File: src/assert_macros.svh
// Assertion macros shared by the translator modules.
`ifndef ASSERT_MACROS_SVH
`define ASSERT_MACROS_SVH

// Checks that the consequent holds in the same cycle as the antecedent.
`define KST_ASSERT_NOW(lbl, ante, cons, msg) \
  lbl: assert property (@(posedge clk) disable iff (rst) (ante) |-> (cons)) else $error(msg);

// Checks that the consequent holds in the cycle after the antecedent.
`define KST_ASSERT_NEXT(lbl, ante, cons, msg) \
  lbl: assert property (@(posedge clk) disable iff (rst) (ante) |=> (cons)) else $error(msg);

`endif

File: src/kst_pkg.sv
// Shared types and constants of the scan code translator.
package kst_pkg;

  localparam int SCAN_CODES_DEFAULT  = 256;
  localparam int QUEUE_DEPTH_DEFAULT = 4;

  localparam int HOTKEY_W = 25;

  localparam logic REG_RESET_HOTKEY  = 1'b0;
  localparam logic REG_LAYOUT_HOTKEY = 1'b1;

  localparam logic KIND_KEY   = 1'b0;
  localparam logic KIND_WRITE = 1'b1;

  localparam logic [7:0] SCAN_CTRL   = 8'h1d;
  localparam logic [7:0] SCAN_ALT    = 8'h38;
  localparam logic [7:0] SCAN_LSHIFT = 8'h2a;
  localparam logic [7:0] SCAN_RSHIFT = 8'h36;
  localparam logic [7:0] SCAN_F4     = 8'h3e;

  localparam logic [HOTKEY_W-1:0] CLEAR_KEY = 25'h0010177;

  localparam logic [2:0] PRESS_MAX   = 3'd7;
  localparam logic [2:0] PRESS_LIMIT = 3'd3;

  typedef struct packed {
    logic [15:0]         code;
    logic [HOTKEY_W-1:0] packed_key;
    logic                rst_req;
    logic                tog;
    logic                clr;
    logic                emit;
  } kst_entry_t;

endpackage

File: src/kst_back.sv
// Back part: turns each queued key press into one or two output beats.
`include "assert_macros.svh"

module kst_back import kst_pkg::*; (
  input  logic                clk,
  input  logic                rst,
  input  kst_entry_t          head,
  input  logic                head_valid,
  output logic                pop,
  output logic                out_valid,
  input  logic                out_stall,
  output logic [7:0]          out_byte,
  output logic                byte_valid,
  output logic                last,
  output logic [HOTKEY_W-1:0] packed_key,
  output logic                reset_request,
  output logic                layout_toggled,
  output logic                clear_request
);

  logic       second;
  logic       load;
  logic       hi_nz;
  logic       beat_last;
  logic [7:0] beat_byte;

  assign load      = head_valid && (!out_valid || !out_stall);
  assign hi_nz     = head.code[15:8] != 8'd0;
  assign beat_last = !head.emit || second || !hi_nz;
  assign pop       = load && beat_last;

  always_comb begin
    if (!head.emit) begin
      beat_byte = 8'd0;
    end else if (second || !hi_nz) begin
      beat_byte = head.code[7:0];
    end else begin
      beat_byte = head.code[15:8];
    end
  end

  always_ff @(posedge clk) begin
    if (rst) begin
      out_valid <= 1'b0;
      second    <= 1'b0;
    end else if (load) begin
      out_valid <= 1'b1;
      second    <= !beat_last;
    end else if (!out_stall) begin
      out_valid <= 1'b0;
    end
  end

  always_ff @(posedge clk) begin
    if (load) begin
      out_byte       <= beat_byte;
      byte_valid     <= head.emit;
      last           <= beat_last;
      packed_key     <= head.packed_key;
      reset_request  <= head.rst_req;
      layout_toggled <= head.tog;
      clear_request  <= head.clr;
    end
  end

  `KST_ASSERT_NEXT(a_low_follows_high, out_valid && !out_stall && !last, out_valid && last,
                   "low byte beat missing")

endmodule
File: config.mk
export PLATFORM = sky130hd
export DESIGN_NAME = kst_back
export DESIGN_NICKNAME = d
export VERILOG_FILES = /design/src/kst_pkg.sv /design/src/kst_back.sv
export VERILOG_INCLUDE_DIRS = /design/src /design/src/src
export SDC_FILE = /design/constraint.sdc
export NUM_CORES = 1
export LEC_CHECK = 0
export ABC_AREA = 1
export BUFFER_PORTS_ARGS = -buffer_cell sky130_fd_sc_hd__buf_2
export CORE_MARGIN = 2
export CORE_UTILIZATION = 35
export CTS_CLUSTER_DIAMETER = 150
export DETAILED_ROUTE_END_ITERATION = 8
export HOLD_SLACK_MARGIN = 0.1
export PLACE_DENSITY_LB_ADDON = 0.15
export SYNTH_ARGS = -nofsm -noshare
export SYNTH_HDL_FRONTEND = slang
export SYNTH_SLANG_ARGS = --single-unit
File: constraint.sdc
create_clock -name clk -period 3.7 [get_ports clk]
set_clock_uncertainty 0.05 [all_clocks]
set_input_delay 0.74 -clock clk [delete_from_list [all_inputs] [get_ports clk]]
set_output_delay 0.74 -clock clk [all_outputs]
set_load 0.03 [all_outputs]
After elaboration in Yosys (flattened, before gate mapping). Cells that the tools add are included.

Register bits after elaboration: 40. Input bits: 49.

Equality and inequality tests: 1. Multiplexer cells: 3. Reductions and logical operators: 12.

Operator list (count): 2-to-1 mux 8 bit (1); nonzero test 8 bit (1); zero test 1 bit (5); logical OR 1 bit (4); logical AND 1 bit (2); 2-to-1 mux 1 bit (2); inequality test 2 x 1 -> 1 bit, second input constant (1).

Longest topological paths before layout.
Depth in word-level cells: 4. Gate-level depth with buffers: 7. Gate-level depth less buffers: 7.

Worst setup path after synthesis. Ideal clock, no wire load.

Path type: input to output. From: input port head_valid. To: output port pop. Data arrival time: 3311 ps. Data required time: 2910 ps. Slack: -401 ps. Stages: 3. Path buffers: 0. Cells stage by stage: inv_1 > a21oi_1 > a21boi_2.

Longest elaborated chain between the ends: 2.

RTL lines: start, declared (line kst_back.sv:8) `input logic head_valid,`; logical AND 1 bit (line kst_back.sv:27) `assign load = head_valid && (!out_valid || !out_stall);`; via load (line kst_back.sv:22) `logic load;`; logical AND 1 bit (line kst_back.sv:30) `assign pop = load && beat_last;`; end, declared (line kst_back.sv:9) `output logic pop,`.

The timed path passes the listed nets, and every way through them passes these cells.

Worst setup path after layout.
From: input port head[40] in the netlist's numbering. To: output port pop.

Longest elaborated chain between the ends: 4.

RTL lines: start, declared (line kst_back.sv:7) `input kst_entry_t head,`; nonzero test 8 bit (line kst_back.sv:28) `assign hi_nz = head.code[15:8] != 8'd0;`; zero test 1 bit (line kst_back.sv:29) `assign beat_last = !head.emit || second || !hi_nz;`; logical OR 1 bit (line kst_back.sv:29); logical AND 1 bit (line kst_back.sv:30).

No other way between the ends.

==> results.sh <==
export IMPL_clkTransAtPathRegs_ns=0.07
export IMPL_finalWeightedCongestion=0.7570
export IMPL_setup_violations=0
export IMPL_avgSynthCellArea_um2=14.03
export IMPL_core_mm2=0.004029
export IMPL_antenna_found_initial=0
export IMPL_r2r_start="out_valid$_SDFFE_PP0P_"
export IMPL_syn_num_nets=154
export IMPL_synth_seq_area_share_pct=80.20
export IMPL_synthMostInstantiatedCell="edfxtp_1"
export IMPL_crit_slowest_cell="buf_2"
export IMPL_hold_viol=0
export IMPL_crit_start="head[40]"
export IMPL_ys_ff_latch=40
export IMPL_rows=23
export IMPL_fin_area_mm2=0.002095
export IMPL_drtAntennaViolNets=0
export IMPL_yosys_area_top_type_share_pct=77.49
export IMPL_rrSetupSlack_ns=2.38
export IMPL_drt_total_wl_um=3026
export IMPL_cts_root_buf="clkbuf_8"
export IMPL_yosys_warnings=0
export IMPL_via_per_inst=4.323
export IMPL_area_delta_synth_final_pct=42.23
export IMPL_postCtsSetupRepairBufs=0
export IMPL_slew_viol_final=0
export IMPL_min_path_type="reg -> reg"
export IMPL_grt_pass1_vias=953
export IMPL_synth_edff_count=38
export IMPL_place_area_mm2=0.001987
export IMPL_min_from="out_valid$_SDFFE_PP0P_"
export IMPL_crit_type="in -> out"
export IMPL_die_h_um=68.87
export IMPL_io_buffers=88
export IMPL_cts_buffer_depth=2
export IMPL_crit_arrival_ns=1.55
export IMPL_ctsResizeCount=0
export IMPL_period_share_pct=63.26
export IMPL_start_util_pct=36.55
export IMPL_irDropWorstVdd_uv=166.6
export IMPL_cp_cell_sequence="buf_2 -> nor2_1 -> nand2_1 -> inv_2 -> nand2_4 -> a21boi_2 -> buf_2"
export IMPL_leakage_nw=0.9966
export IMPL_die_w_um=68.87
export IMPL_synthCells=105
export IMPL_dieArea_mm2=0.004742
export IMPL_p_per_area_mw_per_mm2=486.4
export IMPL_worst_setup_path_end_kind="output port"
export IMPL_crit_path_frequent_cell="buf_2"
export IMPL_drt_iter0_markers=92
export IMPL_grt_ovfl_total=0
export IMPL_final_setup_tns_ns=0
export IMPL_worstRegToRegCells=2
export IMPL_status="finished, final reports clean"
export IMPL_start_kind="primary input"
export IMPL_worst_ep_required_time_ns=2.91
export IMPL_grt_pass1_wl_um=4029
export IMPL_grt_total_usage_pct=12.19
export IMPL_n_antenna_cell=0
export IMPL_ys_types=14
export IMPL_seqCellArea_mm2=0.001181
export IMPL_vias=1085
export IMPL_grt_max_degree=40
export IMPL_worstMarginPinSlew_ns=0.4758
export IMPL_syn_area_mm2=0.001473
export IMPL_crit_fanout=10
export IMPL_max_freq_mhz=427.3
export IMPL_hold_depth=2
export IMPL_synth_top_cell_by_area="edfxtp_1"
export IMPL_clock_sinks=40
export IMPL_layout_nets=249
export IMPL_reg2reg_to="packed_key[21]$_DFFE_PP_"
export IMPL_slew_headroom_pct=68.28
export IMPL_layout_drive_gt1_share_pct=52.24
export IMPL_holdBufCountCts=0
export IMPL_wl_per_cell_um=12.06
export IMPL_ys_top_cells_by_count="edfxtp_1, nor2_1, nand2_1"
export IMPL_slowest_delay_ns=0.21
export IMPL_hold_path_end="out_valid$_SDFFE_PP0P_"
export IMPL_synth_main_ff_cell="edfxtp_1"
export IMPL_period_needed_ns=2.340
export IMPL_insertion_delay_ns=0.28
export IMPL_cts_max_level=2
export IMPL_n_fill_cell=378
export IMPL_grt_setup_unrepaired="false"
export IMPL_cts_tree="done"
export IMPL_pin_count=89
export IMPL_firstDrtPassIters=5
export IMPL_multiInputGateArea_um2=250.2
export IMPL_max_cap_violations=0
export IMPL_async_flop_share_pct=0
export IMPL_synthTopCellsByArea="edfxtp_1, nor2_1, nand2_1"
export IMPL_numCtsBuffers=5
export IMPL_drcViolationCount=0
export IMPL_dpl_hpwl_um=2393
==> final cells by class <==
class | instances | area share (%)
inverters | 12 | 2.151
multi-input cells | 52 | 11.95
flip-flops and latches | 40 | 56.39
repair buffers | 89 | 21.39
clock inverters | 2 | 1.673
clock buffers | 6 | 3.465
well taps | 50 | 2.987
==> cells by family after synthesis <==
kind of cell,count (synthesis),synth area share (%)
AO/OA/AOI/OAI,4,1.954
AND/OR/NAND/NOR,48,14.27
flip-flops,40,80.20
buffers and inverters,13,3.568
==> worst max-delay path: cells and delay by family <==
kind	cells	cell delay [ns]
AOI/OAI and AO/OA	1	0.14
buffers and inverters	3	0.40
and+or+nand+nor	3	0.27
==> layout by cell type, fill, tap and decap left out, types with 2 or more instances in the layout <==
cell type,Yosys,final
clkbuf_8,0,5
edfxtp_1,38,38
inv_1,9,9
dfxtp_1,2,2
inv_2,3,3
nand2_1,14,14
nand3_1,8,8
buf_2,0,88
nor2_2,2,2
nor2_1,22,22
==> sequential cells by signal, summed over array words and instances, names as in the netlist <==
name,flops
clear_request,1
layout_toggled,1
byte_valid,1
out_byte,8
packed_key,25
reset_request,1
second,1
out_valid,1
last,1
==> worst max path at each step <==
| stage | to | slack, ns | cells past startpoint |
|---|---|---|---|
| 2_1_floorplan | pop | 0.51 | 3 |
| 3_3_place_gp | pop | 1.38 | 7 |
| 3_5_place_dp | pop | 1.36 | 7 |
| 4_1_cts | pop | 1.35 | 7 |
| 5_1_grt | pop | 1.25 | 7 |
| 6_report | pop | 1.36 | 7 |
==> routing by layer <==
metal,GRT usage (%),wire [um],vias to the layer above
li1,-,-,546
met4,6.618,32,0
met2,20.43,1578,53
met5,0,0,-
met1,13.56,1113,482
met3,4.221,301,4
==> through the flow <==
stage	hold WS (ns)	power [mW]	utilization, %	worst slack (ns)	instances
floorplan	0.5031	0.6374	-	0.5095	105
global placement	0.4340	0.6931	49.32	1.381	243
detailed placement	0.4479	0.6969	49.32	1.358	243
CTS	0.4578	1.033	51.99	1.355	251
global route	0.4877	1.069	51.99	1.246	251
finish	0.4543	1.019	51.99	1.360	251
==> where the power goes <==
group,leakage [nW],total (mW),internal (mW),switching [mW]
Clock,0.0552,0.334,0.200,0.134
Combinational,0.555,0.148,0.0472,0.101
Sequential,0.387,0.537,0.529,0.00748
Total,0.997,1.02,0.776,0.242
Note: power is estimated with default switching activity, not from simulation.
