<file path="config.mk">
export PLATFORM = sky130hd
export DESIGN_NAME = kst_queue
export DESIGN_NICKNAME = d
export VERILOG_FILES = /design/src/kst_pkg.sv /design/src/kst_queue.sv
export VERILOG_INCLUDE_DIRS = /design/src /design/src/src
export SDC_FILE = /design/constraint.sdc
export NUM_CORES = 1
export LEC_CHECK = 0
export BUFFER_PORTS_ARGS = -buffer_cell sky130_fd_sc_hd__buf_2
export CAP_MARGIN = 20
export CORE_UTILIZATION = 51
export DETAILED_ROUTE_END_ITERATION = 16
export GPL_TIMING_DRIVEN = 0
export PLACE_DENSITY = 0.75
export SLEW_MARGIN = 20
export SYNTH_ARGS = -nofsm -noshare
export SYNTH_HDL_FRONTEND = slang
export SYNTH_SLANG_ARGS = --single-unit
</file>
<file path="constraint.sdc">
create_clock -name clk -period 2.1 [get_ports clk]
set_input_delay 0.315 -clock clk [delete_from_list [all_inputs] [get_ports clk]]
set_output_delay 0.315 -clock clk [all_outputs]
set_load 0.005 [all_outputs]
</file>
<file path="src/assert_macros.svh">
// Assertion macros shared by the translator modules.
`ifndef ASSERT_MACROS_SVH
`define ASSERT_MACROS_SVH

// Checks that the consequent holds in the same cycle as the antecedent.
`define KST_ASSERT_NOW(lbl, ante, cons, msg) \
  lbl: assert property (@(posedge clk) disable iff (rst) (ante) |-> (cons)) else $error(msg);

// Checks that the consequent holds in the cycle after the antecedent.
`define KST_ASSERT_NEXT(lbl, ante, cons, msg) \
  lbl: assert property (@(posedge clk) disable iff (rst) (ante) |=> (cons)) else $error(msg);

`endif

</file>
<file path="src/kst_pkg.sv">
// Shared types and constants of the scan code translator.
package kst_pkg;

  localparam int SCAN_CODES_DEFAULT  = 256;
  localparam int QUEUE_DEPTH_DEFAULT = 4;

  localparam int HOTKEY_W = 25;

  localparam logic REG_RESET_HOTKEY  = 1'b0;
  localparam logic REG_LAYOUT_HOTKEY = 1'b1;

  localparam logic KIND_KEY   = 1'b0;
  localparam logic KIND_WRITE = 1'b1;

  localparam logic [7:0] SCAN_CTRL   = 8'h1d;
  localparam logic [7:0] SCAN_ALT    = 8'h38;
  localparam logic [7:0] SCAN_LSHIFT = 8'h2a;
  localparam logic [7:0] SCAN_RSHIFT = 8'h36;
  localparam logic [7:0] SCAN_F4     = 8'h3e;

  localparam logic [HOTKEY_W-1:0] CLEAR_KEY = 25'h0010177;

  localparam logic [2:0] PRESS_MAX   = 3'd7;
  localparam logic [2:0] PRESS_LIMIT = 3'd3;

  typedef struct packed {
    logic [15:0]         code;
    logic [HOTKEY_W-1:0] packed_key;
    logic                rst_req;
    logic                tog;
    logic                clr;
    logic                emit;
  } kst_entry_t;

endpackage

</file>
<file path="src/kst_queue.sv">
// Short queue of decoded key presses between the front and back parts.
`include "assert_macros.svh"

module kst_queue import kst_pkg::*; #(
  parameter int QUEUE_DEPTH = QUEUE_DEPTH_DEFAULT,
  localparam int LEVEL_W    = $clog2(QUEUE_DEPTH + 1)
) (
  input  logic               clk,
  input  logic               rst,
  input  logic               push,
  input  kst_entry_t         push_entry,
  input  logic               pop,
  output kst_entry_t         head,
  output logic               head_valid,
  output logic [LEVEL_W-1:0] level
);

  localparam int PTR_W = (QUEUE_DEPTH > 1) ? $clog2(QUEUE_DEPTH) : 1;

  kst_entry_t         slots [QUEUE_DEPTH];
  logic [PTR_W-1:0]   wr_ptr;
  logic [PTR_W-1:0]   rd_ptr;
  logic [LEVEL_W-1:0] count;

  assign head       = slots[rd_ptr];
  assign head_valid = count != '0;
  assign level      = count;

  always_ff @(posedge clk) begin
    if (push) begin
      slots[wr_ptr] <= push_entry;
    end
  end

  always_ff @(posedge clk) begin
    if (rst) begin
      wr_ptr <= '0;
      rd_ptr <= '0;
      count  <= '0;
    end else begin
      if (push) begin
        wr_ptr <= (wr_ptr == PTR_W'(QUEUE_DEPTH - 1)) ? '0 : wr_ptr + 1'b1;
      end
      if (pop) begin
        rd_ptr <= (rd_ptr == PTR_W'(QUEUE_DEPTH - 1)) ? '0 : rd_ptr + 1'b1;
      end
      if (push && !pop) begin
        count <= count + 1'b1;
      end else if (pop && !push) begin
        count <= count - 1'b1;
      end
    end
  end

  `KST_ASSERT_NOW(a_no_overflow, push && !pop, count < LEVEL_W'(QUEUE_DEPTH), "queue overflow")
  `KST_ASSERT_NOW(a_no_underflow, pop, count != '0, "queue underflow")

endmodule

</file>
## Yosys cells after proc, flatten, opt, wreduce, memory -nomap -nowiden

Memories as Yosys holds them, arrays and structs flattened. A register that Yosys moved wholly into a read port is not among the register bits.
Cells that the tools add are included.
W data, S select, Z words.

- Output and inout bits: 49
- Bits in registers: 7
- Input port bits: 49
- Bits in writable memories: 180
- Word-level logic and storage cells: 24
- Memories: 1

Memories:

| name | depth | width | rd ports | clocked after Yosys merged registers in | write ports | RTL line | text |
|---|---|---|---|---|---|---|---|
| slots | 4 | 45 | 1 | 1 | 1 | kst_queue.sv:20 | `kst_entry_t slots [QUEUE_DEPTH];` |

- Equal/unequal tests: 2
- $add $sub $neg: 4
- Mux-type cells: 8
- Reductions and logical operators: 6

Operator list:

| kind | number |
|---|---|
| $mux W2 | 4 |
| $mux W3 | 2 |
| $add A2 B1 Y2 const B | 2 |
| $eq A2 B2 Y1 const B | 2 |
| $add A3 B1 Y3 const B | 1 |
| $reduce_bool A3 Y1 | 1 |
| $sub A3 B1 Y3 const B | 1 |
| $logic_and A1 B1 Y1 | 2 |
| $logic_not A1 Y1 | 2 |
| $mux W1 | 2 |
| $reduce_bool A2 Y1 | 1 |

## Logic depth before layout (Yosys ltp)

- Depth after elaboration: 4
- Mapped depth: 7
- Mapped depth without buffers: 7

## Worst setup path after synthesis

OpenSTA, ideal clock, no wires.

- Path type: reg-to-reg
- Start point: register wr_ptr[0]
- End point: memory slots[3][0] (netlist bit) (enable)
- Arrival: 1630 ps
- Path buffers: 0
- Setup time: 407 ps
- Data required time: 1693 ps
- Stages on the path, launching flop included: 3
- Period minus slack after synthesis: 2037 ps
- Path slack: 63 ps
- Cells stage by stage: dfxtp_1 -> ha_1 -> and2_1

RTL lines:

| element | RTL line | text |
|---|---|---|
| start: declaration | kst_queue.sv:21 | `logic [PTR_W-1:0] wr_ptr;` |
| start signal: assignment | kst_queue.sv:42 | `wr_ptr <= (wr_ptr == PTR_W'(QUEUE_DEPTH - 1)) ? '0 : wr_ptr + 1'b1;` |
| end: declaration | kst_queue.sv:20 |  |

Straight into the memory's write port.

==> reports/metrics.csv <==
stage;metric;value;unit
floorplanning;die_x;119;um
setup_path;crit_slowest_cell;mux4_2;
setup_path;r2r_start;wr_ptr[0]$_SDFFE_PP0P_;
clocking;cts_max_level;4;
setup_path;worstPathArrival;1.75;ns
sta;fin_ws;0.0380;ns
setup_path;critPathKind;flop to primary output;
detailed_routing;drtAntennaViolNets;0;
setup_path;crit_path_start_kind;flop;
place;gp_congestion;0.681;
final_layout;regArea;0.00559;mm2
final_layout;instances_no_fill;585;
setup_path;path_buf_inv;3;
final_layout;post-route-util;0.627;
final_layout;final_nets;452;
clocking;clockBufferDepth;2;
setup_path;slowest_delay;0.53;ns
floorplanning;start_util;0.526;
synthesis;synth_nets;334;
sta;grt_setup_unrepaired;true;
min_path;hold_class;input port to flop;
clocking;clk_latency;0.42;ns
clocking;clock-root-buffer;clkbuf_16;
clocking;cts_tree;done;
synthesis;synth.distinct_cells;19;
setup_path;timing.critical_path.mode_cell;buf_12;
global_route;antenna_found_initial;0;
min_path;min_from;push_entry[31];
run_status;status;finished clean;
synthesis;synth_seq_area_share;0.799;
floorplanning;pin_count;98;
setup_path;path_max_fanout;10;
place;post-dp-hpwl;6620;um
clocking;clk_pin_slew;0.06;ns
flow_run;maxCapViolations;0;
setup_path;crit_chain;buf_12, buf_12, mux4_2, buf_6;
place;dp_cells;551;
global_route;grt_pass1_wl;17800;um
synthesis;yosys_warnings;0;
global_route;grt_pass1_vias;3380;
synthesis;avgSynthCellArea;25.1;um2
synthesis;ys_seq_elements;189;
place;io_buffers;97;
sta;report.final.slew_viol_count;0;
pwr;leakagePower;2.86;nW
final_layout;drive_above_1_share;0.449;
floorplanning;rows;42;
sta;tightest_slew;0.714;ns
synthesis;synth_area_leader_cell;edfxtp_1;
synthesis;yosys-top-cells-area;edfxtp_1 (77%), mux4_2 (13%), dfxtp_1 (2.6%);
detailed_routing;vias;3093;
clocking;cts_made_buffers;17;
floorplanning;dieHeight;119;um
detailed_routing;drc;0;
sta;layout_min_cycle_time;2.06;ns
sta;setup_viol;0;
sta;fin_skew;0.00538;ns
detailed_routing;drt_wl_total;11500;um
sta;period_share;0.982;
detailed_routing;drtIter0Drc;154;
global_route;grt_usage;0.177;
detailed_routing;wl_per_cell;19.7;um
floorplanning;core;0.0133;mm2
detailed_routing;via_per_inst;5.29;
final_layout;multi_input_area;0.00127;mm2
synthesis;syn-instance-count;278;
synthesis;syn_area;0.00699;mm2
place;place_ws;0.262;ns
sta;max_freq;485;MHz
final_layout;area_growth_syn_to_layout;19.3;%
pwr;vdd_drop_max;0.608;mV
synthesis;synth_top_area_frac;0.774;
global_route;grt_max_degree;46;
global_route;overflow;0;
setup_path;cp_data_required_time;1.78;ns
floorplanning;design.die.area;0.0142;mm2
sta;report.final.hold_viol_count;0;
clocking;clock-sinks;189;
setup_path;worstSetupEndpointType;primary output;
setup_path;critPathTopFamily;multiplexers;
detailed_routing;dr.pass1.iters;4;
sta;relSlewSlack;0.524;
pwr;power_density;968;mW/mm2
sta;timing.hold.ws;0.102;ns
final_layout;nFillCells;953;
repair_timing:
item                       4_1_cts  5_1_grt
setup endpoints to repair       40       35
gates cloned                     1        1
gates resized for setup          6        9
hold buffers                     0        0
buffers inserted                 0        0
report_power, final:
part | total, mW | internal, mW | leakage (nW) | switching (mW)
clock | 2.99 | 1.72 | 0.252 | 1.27
sequential | 4.37 | 4.31 | 1.73 | 0.0509
combinational | 0.711 | 0.374 | 0.881 | 0.338
total | 8.07 | 6.41 | 2.86 | 1.66
cell type report:
| cell class | instances | share of cell area |
|---|---|---|
| well taps | 176 | 0.0264 |
| inverters | 4 | 0.00180 |
| repair buffers | 99 | 0.0666 |
| plain buffers | 10 | 0.0167 |
| clock buffers | 17 | 0.0510 |
| diodes | 1 | 0.000300 |
| flip-flops and latches | 189 | 0.670 |
| clock inverters | 14 | 0.0155 |
| multi-input cells | 75 | 0.152 |
cells in the mapped netlist, drive strengths merged:
cell    number
a21oi        2
and2         4
buf          9
clkbuf       1
dfxtp        9
edfxtp     180
fa           1
ha           6
inv          4
mux2i        4
mux4        45
nor2         7
nor3b        1
o21ai        1
or3          2
xor2         2
path summary, 6_finish.rpt:
path	to	cells after the start	slack (ns)
min reg2reg	level[2]$_SDFFE_PP0P_	2	0.53
min	slots[3][31]$_DFFE_PP_	1	0.10
max reg2reg	slots[3][20]$_DFFE_PP_	2	0.49
max	head[6]	4	0.04
sequential cells by signal, summed over array words and instances (netlist names), named ones only:
| name | flops |
|---|---|
| rd_ptr | 2 |
| slots | 180 |
| wr_ptr | 2 |
| level | 3 |
cell usage in the layout (no fill, tap or decap), types with 3 or more instances in the layout:
| master | netlist | final |
|---|---|---|
| buf_2 | 4 | 96 |
| clkinv_1 | 0 | 6 |
| buf_12 | 4 | 5 |
| dfxtp_1 | 9 | 8 |
| and2_4 | 0 | 4 |
| buf_4 | 0 | 3 |
| clkinvlp_4 | 0 | 5 |
| nor2_1 | 7 | 7 |
| buf_6 | 1 | 3 |
| mux4_2 | 40 | 44 |
| mux2i_1 | 4 | 4 |
| inv_1 | 4 | 4 |
| clkbuf_16 | 0 | 18 |
| edfxtp_1 | 180 | 180 |
| ha_1 | 6 | 6 |
logic make-up (layout without fill, tap and decap cells):
group	after synthesis	count (layout)	share of synthesized area
flops	189	189	0.799
mux	49	49	0.153
simple gates	14	14	0.0102
buf+inv	14	144	0.0188
fa+ha+maj	7	7	0.0136
compound gates	3	3	0.00215
xor+xnor	2	2	0.00251
other cells	0	1	0
metal layers:
metal,routed length (um),vias up,track usage
li1,-,1406,-
met1,4850,1600,0.216
met2,5890,72,0.294
met3,534,15,0.0479
met4,221,0,0.0870
met5,0,-,0
through the flow:
stage               setup TNS, ns  power [mW]  cell area (um2)
floorplan                       0        4.82             6990
global placement          -138.57        5.11             7690
detailed placement              0        5.14             7700
CTS                      -0.00469        8.13             8310
global route               -0.381        8.35             8340
finish                          0        8.07             8340
Power figures use the tool's default switching activity.
